`src/hdl/ccpa_pkg.sv`:
```
// ----------------------------------------------------------------------------
// ccpa_pkg
// Types and constants shared by the cross-correlation power accumulator.
// ----------------------------------------------------------------------------
`default_nettype none

package ccpa_pkg;

   localparam int SAMPLE_BITS = 24;
   localparam int PROD_W      = 2 * SAMPLE_BITS;
   localparam int FULL_W      = PROD_W + SAMPLE_BITS;
   localparam int TERM_W      = PROD_W + 2;
   localparam int SUM_W       = 64;
   localparam int VAR_W       = 63;

   localparam logic [VAR_W-1:0] VAR_MAX = {VAR_W{1'b1}};
   localparam logic signed [SUM_W-1:0] SUM_MAX = {1'b0, {(SUM_W-1){1'b1}}};
   localparam logic signed [SUM_W-1:0] SUM_MIN = {1'b1, {(SUM_W-1){1'b0}}};

   typedef struct packed {
      logic signed [SAMPLE_BITS-1:0] y_re;
      logic signed [SAMPLE_BITS-1:0] y_im;
      logic signed [SAMPLE_BITS-1:0] u_re;
      logic signed [SAMPLE_BITS-1:0] u_im;
      logic        [SAMPLE_BITS-1:0] sigma_sq;
      logic                          last_pair;
   } req_type;

   typedef struct packed {
      logic signed [SUM_W-1:0] cross_power;
      logic        [VAR_W-1:0] power_variance;
      logic                    saturated;
   } rsp_type;

   typedef enum logic [2:0] {
      ST_IDLE,
      ST_MUL,
      ST_SUM,
      ST_PP_LO,
      ST_PP_HI,
      ST_MERGE,
      ST_ACC
   } state_type;

   typedef struct packed {
      logic load;
      logic mul;
      logic sum;
      logic pp_lo;
      logic pp_hi;
      logic merge;
      logic acc;
      logic emit;
   } cmd_type;

   typedef struct packed {
      logic last_pair;
   } status_type;

endpackage

`default_nettype wire

```
`src/hdl/ccpa_ctrl.sv`:
```
// ----------------------------------------------------------------------------
// ccpa_ctrl
// Sequencer for one pair: capture, products, combine, variance product in two
// halves, merge, accumulate, and the result valid register.
// ----------------------------------------------------------------------------
`default_nettype none

module ccpa_ctrl (
   input  wire logic                 clock,
   input  wire logic                 reset,
   input  wire logic                 req_valid,
   output logic                      req_stall,
   output logic                      rsp_valid,
   input  wire logic                 rsp_stall,
   input  wire ccpa_pkg::status_type status,
   output ccpa_pkg::cmd_type         cmd
);

   ccpa_pkg::state_type state_ff, state_in;
   logic                rsp_valid_ff, rsp_valid_in;
   logic                out_free;

   assign out_free  = !rsp_valid_ff || !rsp_stall;
   assign req_stall = (state_ff != ccpa_pkg::ST_IDLE);
   assign rsp_valid = rsp_valid_ff;

   always_comb begin
      state_in = state_ff;
      unique case (state_ff)
         ccpa_pkg::ST_IDLE: begin
            if (req_valid) begin
               state_in = ccpa_pkg::ST_MUL;
            end
         end
         ccpa_pkg::ST_MUL:   state_in = ccpa_pkg::ST_SUM;
         ccpa_pkg::ST_SUM:   state_in = ccpa_pkg::ST_PP_LO;
         ccpa_pkg::ST_PP_LO: state_in = ccpa_pkg::ST_PP_HI;
         ccpa_pkg::ST_PP_HI: state_in = ccpa_pkg::ST_MERGE;
         ccpa_pkg::ST_MERGE: state_in = ccpa_pkg::ST_ACC;
         ccpa_pkg::ST_ACC: begin
            if (!status.last_pair || out_free) begin
               state_in = ccpa_pkg::ST_IDLE;
            end
         end
         default: state_in = ccpa_pkg::ST_IDLE;
      endcase
   end

   always_comb begin
      cmd = '0;
      unique case (state_ff)
         ccpa_pkg::ST_IDLE:  cmd.load  = req_valid;
         ccpa_pkg::ST_MUL:   cmd.mul   = 1'b1;
         ccpa_pkg::ST_SUM:   cmd.sum   = 1'b1;
         ccpa_pkg::ST_PP_LO: cmd.pp_lo = 1'b1;
         ccpa_pkg::ST_PP_HI: cmd.pp_hi = 1'b1;
         ccpa_pkg::ST_MERGE: cmd.merge = 1'b1;
         ccpa_pkg::ST_ACC: begin
            cmd.acc  = !status.last_pair || out_free;
            cmd.emit = status.last_pair && out_free;
         end
         default: cmd = '0;
      endcase
   end

   always_comb begin
      rsp_valid_in = rsp_valid_ff;
      if (cmd.emit) begin
         rsp_valid_in = 1'b1;
      end else if (!rsp_stall) begin
         rsp_valid_in = 1'b0;
      end
   end

   always_ff @(posedge clock) begin
      if (reset) begin
         state_ff     <= ccpa_pkg::ST_IDLE;
         rsp_valid_ff <= 1'b0;
      end else begin
         state_ff     <= state_in;
         rsp_valid_ff <= rsp_valid_in;
      end
   end

`ifndef NO_ASSERTIONS
   a_rise_after_emit: assert property (@(posedge clock) disable iff (reset)
      $rose(rsp_valid_ff) |-> $past(cmd.emit))
      else $error("result valid rose without an emit");

   a_no_emit_over_held: assert property (@(posedge clock) disable iff (reset)
      (rsp_valid_ff && rsp_stall) |-> !cmd.emit)
      else $error("emit overwrote a held result");

   a_accept_starts: assert property (@(posedge clock) disable iff (reset)
      (req_valid && !req_stall) |=> (state_ff == ccpa_pkg::ST_MUL))
      else $error("accepted transfer did not start the sequence");
`endif

endmodule

`default_nettype wire

```
`config.mk`:
```
export PLATFORM = sky130hd
export DESIGN_NAME = ccpa_ctrl
export DESIGN_NICKNAME = d
export VERILOG_FILES = /design/src/hdl/ccpa_pkg.sv /design/src/hdl/ccpa_ctrl.sv
export SDC_FILE = /design/constraint.sdc
export NUM_CORES = 1
export LEC_CHECK = 0
export BUFFER_PORTS_ARGS = -buffer_cell sky130_fd_sc_hd__buf_4
export CAP_MARGIN = 30
export CORE_AREA = 2 2 39 41
export DETAILED_ROUTE_END_ITERATION = 7
export DIE_AREA = 0 0 41 43
export GPL_TIMING_DRIVEN = 0
export MAX_ROUTING_LAYER = met4
export PLACE_DENSITY = 0.52
export SLEW_MARGIN = 20
export SYNTH_ARGS = -nofsm -noshare
export SYNTH_HDL_FRONTEND = slang
export SYNTH_SLANG_ARGS = --single-unit
```
`constraint.sdc`:
```
create_clock -name clock -period 1.3 [get_ports clock]
set_clock_uncertainty 0.2 [all_clocks]
set_input_delay 0.26 -clock clock [delete_from_list [all_inputs] [get_ports clock]]
set_output_delay 0.26 -clock clock [all_outputs]
set_load 0.1 [all_outputs]
```
==> key figures <==
Finish
  • Fillers: 121
  • Diodes inserted: 0
  • Share of post-route cells with drive strength above 1: 0.815
  • Storage cell area: around 90 um2
  • Area growth syn-to-layout: 163%
  • Multi-input logic area: 262 um2
  • Finished Cell Area: around 790 um2
  • Layout Nets: just over 70
  • Final Non-Filler Cells: ~80
  • Final Util: 0.569

Yosys
  • Post-synth EDFFs: 0
  • Post-synthesis cell area: 299 um2
  • Synth top area share: 0.268
  • Commonest cells post-synth: 4 x dfxtp_1, 4 x nor2_1, 3 x nand2_1
  • Syn_area_per_cell: 8.80 um2
  • Sequential area share after synthesis: 0.268
  • Async S/R FF share, synth: 0
  • Post-synthesis net count: 39
  • Ranking of synthesized cells by area: dfxtp_1 27%, buf_4 5.0%, nor2_1 5.0%
  • Count of different cell masters after synthesis: 23
  • Seq cells post-synth: 4
  • Syn Inst Count: 34
  • Primary FF master, synth: dfxtp_1
  • Largest area contributor in the netlist: dfxtp_1
  • Ys Warns: 0

Clock tree
  • Num CTS Buffers: 3
  • CTS sink cnt: 4
  • H-tree levels: 1
  • CTS Root Cell: clkbuf_4
  • CTS Hold Bufs: 0
  • Worst skew pair latency: between 200 and 250 ps
  • Clock Pin Slew Worst Setup and Hold Paths: roughly 40 ps
  • Max clock buf depth: 2
  • CTS tree: yes

GRT
  • GRT Util Overall: 0.120
  • Vias in the first global route: approximately 370
  • Initial antenna violation count: 0
  • Largest net degree at the start of global routing: 9
  • GRT overflow: 0
  • Global-route wire length before repair: roughly 1400 um

Critical path
  • Setup crit end kind: output pin
  • Crit path DAT: approximately 1400 ps
  • Crit path largest cell delay: roughly 380 ps
  • Critical Path Start Type: flop
  • CP Class: flop to output pin
  • CP max FO: 4
  • Worst path slowest cell: or3_4
  • CP delay by family, top: simple AND/OR/NAND/NOR gates
  • Buf/Inv on CP: 2
  • R2R Path End: state_ff[1]
  • Crit-path cells: buf_6 -> or3_4 -> nor2_4 -> buf_12
  • WP data required: 840 ps
  • R2R cell count: 4
  • R2r setup slk: -90 ps
  • FF-to-FF Start: state_ff[0]

Floorplanning
  • Core Region: roughly 0.0014 mm2
  • FP Rows: 14
  • Io pins: 15
  • Die height: about 43 um
  • Initial Util: 0.216
  • Die ar.: around 0.0018 mm2
  • Die X: 41 um

Outcome
  • Failing checks: negative setup slack
  • Status: finished with violations

Placed design
  • Hpwl dp: 533 um
  • Post-DP Area: roughly 500 um2
  • Final RePlAce weighted congestion: about 0.73
  • DP Worst Slack: -375 ps
  • Post-Place Cells: 64
  • Buffers on Ports: 14

Drt
  • Post-route ant nets: 0
  • Iteration-0 DRC Markers: 3
  • Vias: 374
  • DRT Wirelength: ~950 um
  • Drt first pass iters: 2
  • Avg Vias per Cell: between 4 and 5
  • WL per Instance: 11.7 um
  • DRC: 0

Min path
  • Hold Path Depth: 2
  • HP Start: reset
  • Hold EP: rsp_valid
  • Worst hold path type: input pin to flop

Timing
  • Fin crit share: 1.39
  • Slew HR: 0.815
  • Slew @ Worst Pin: 280 ps
  • Fmax: between 500 and 600 MHz
  • RSZ-0062 raised after global routing: yes
  • Setup TNS: -3990 ps
  • Fin crit period: 1810 ps
  • Slew Viols, Final: 0
  • Setup ws final: -507 ps
  • Fin. Hold Viols: 0
  • Final setup viols: 11

Power
  • Peak supply drop: between 0.4 and 0.5 mV
  • P_leak: ~0.33 nW
  • PwrDens: 920 mW/mm2

Job
  • Max cap viols: 0
## power by group
group          internal [mW]  switching [mW]
logic                  0.186           0.236
clock network          0.115          0.0484
registers              0.131         0.00794
## logic make-up (layout without fill, tap and decap cells)
kind of cell           Yosys count  after routing  share of synthesized area
AO/OA/AOI/OAI                    5              5                      0.146
buffers and inverters            5             36                      0.117
flip-flops                       4              4                      0.268
AND/OR/NAND/NOR                 20             20                      0.469
## registers in the layout, summed over array words and instances (netlist names)
signal and cells:
state_ff 3, rsp_valid 1
## metrics by stage
step	power [mW]	hold slack, ps
floorplan	0.382	119
global placement	0.434	284
detailed placement	0.435	282
CTS	0.716	38.5
global route	0.761	67.3
finish	0.724	49.0
## layout by cell type, fill, tap and decap left out, types with 2 or more instances in the layout
master	synthesis	layout
nor3b_4	0	2
clkbuf_4	0	3
nor2_4	0	4
nand2_1	3	2
dfxtp_4	0	2
dfxtp_2	0	2
buf_12	0	8
buf_6	1	12
buf_4	2	10
## routing by layer
| metal | share of wire | wire length [um] | vias to the layer above | track usage |
|---|---|---|---|---|
| met4 | 0.015 | 14 | 0 | 0.113 |
| met1 | 0.38 | 355 | 176 | 0.122 |
| li1 | - | - | 187 | - |
| met2 | 0.58 | 550 | 9 | 0.184 |
| met3 | 0.025 | 24 | 2 | 0.0157 |
| met5 | 0 | 0 | - | - |
## worst max-delay path by stage
stage / startpoint / end / slack [ps] / cells past startpoint
floorplan: state_ff[2] / cmd[7] / -670 / 3
global placement: state_ff[1] / cmd[0] / -380 / 5
detailed placement: state_ff[0] / cmd[7] / -370 / 4
CTS: state_ff[2] / cmd[7] / -530 / 4
global route: state_ff[0] / cmd[5] / -550 / 5
finish: state_ff[2] / cmd[7] / -510 / 4
## what timing repair did
| action | CTS | global route |
|---|---|---|
| pin swaps | 9 | 10 |
| gates resized for setup | 37 | 6 |
| buffers inserted | 12 | 3 |
| endpoints found under the setup margin | 10 | 11 |
| cloned | 0 | 0 |
## final cells by class
class / count / area share
inverters: 1 / 0.00477
flip-flops and latches: 4 / 0.114
well taps: 16 / 0.0254
clock buffers: 4 / 0.0334
multi-input cells: 25 / 0.332
repair buffers: 28 / 0.442
plain buffers: 3 / 0.0477
No activity file was read; power rests on OpenSTA's default activity.
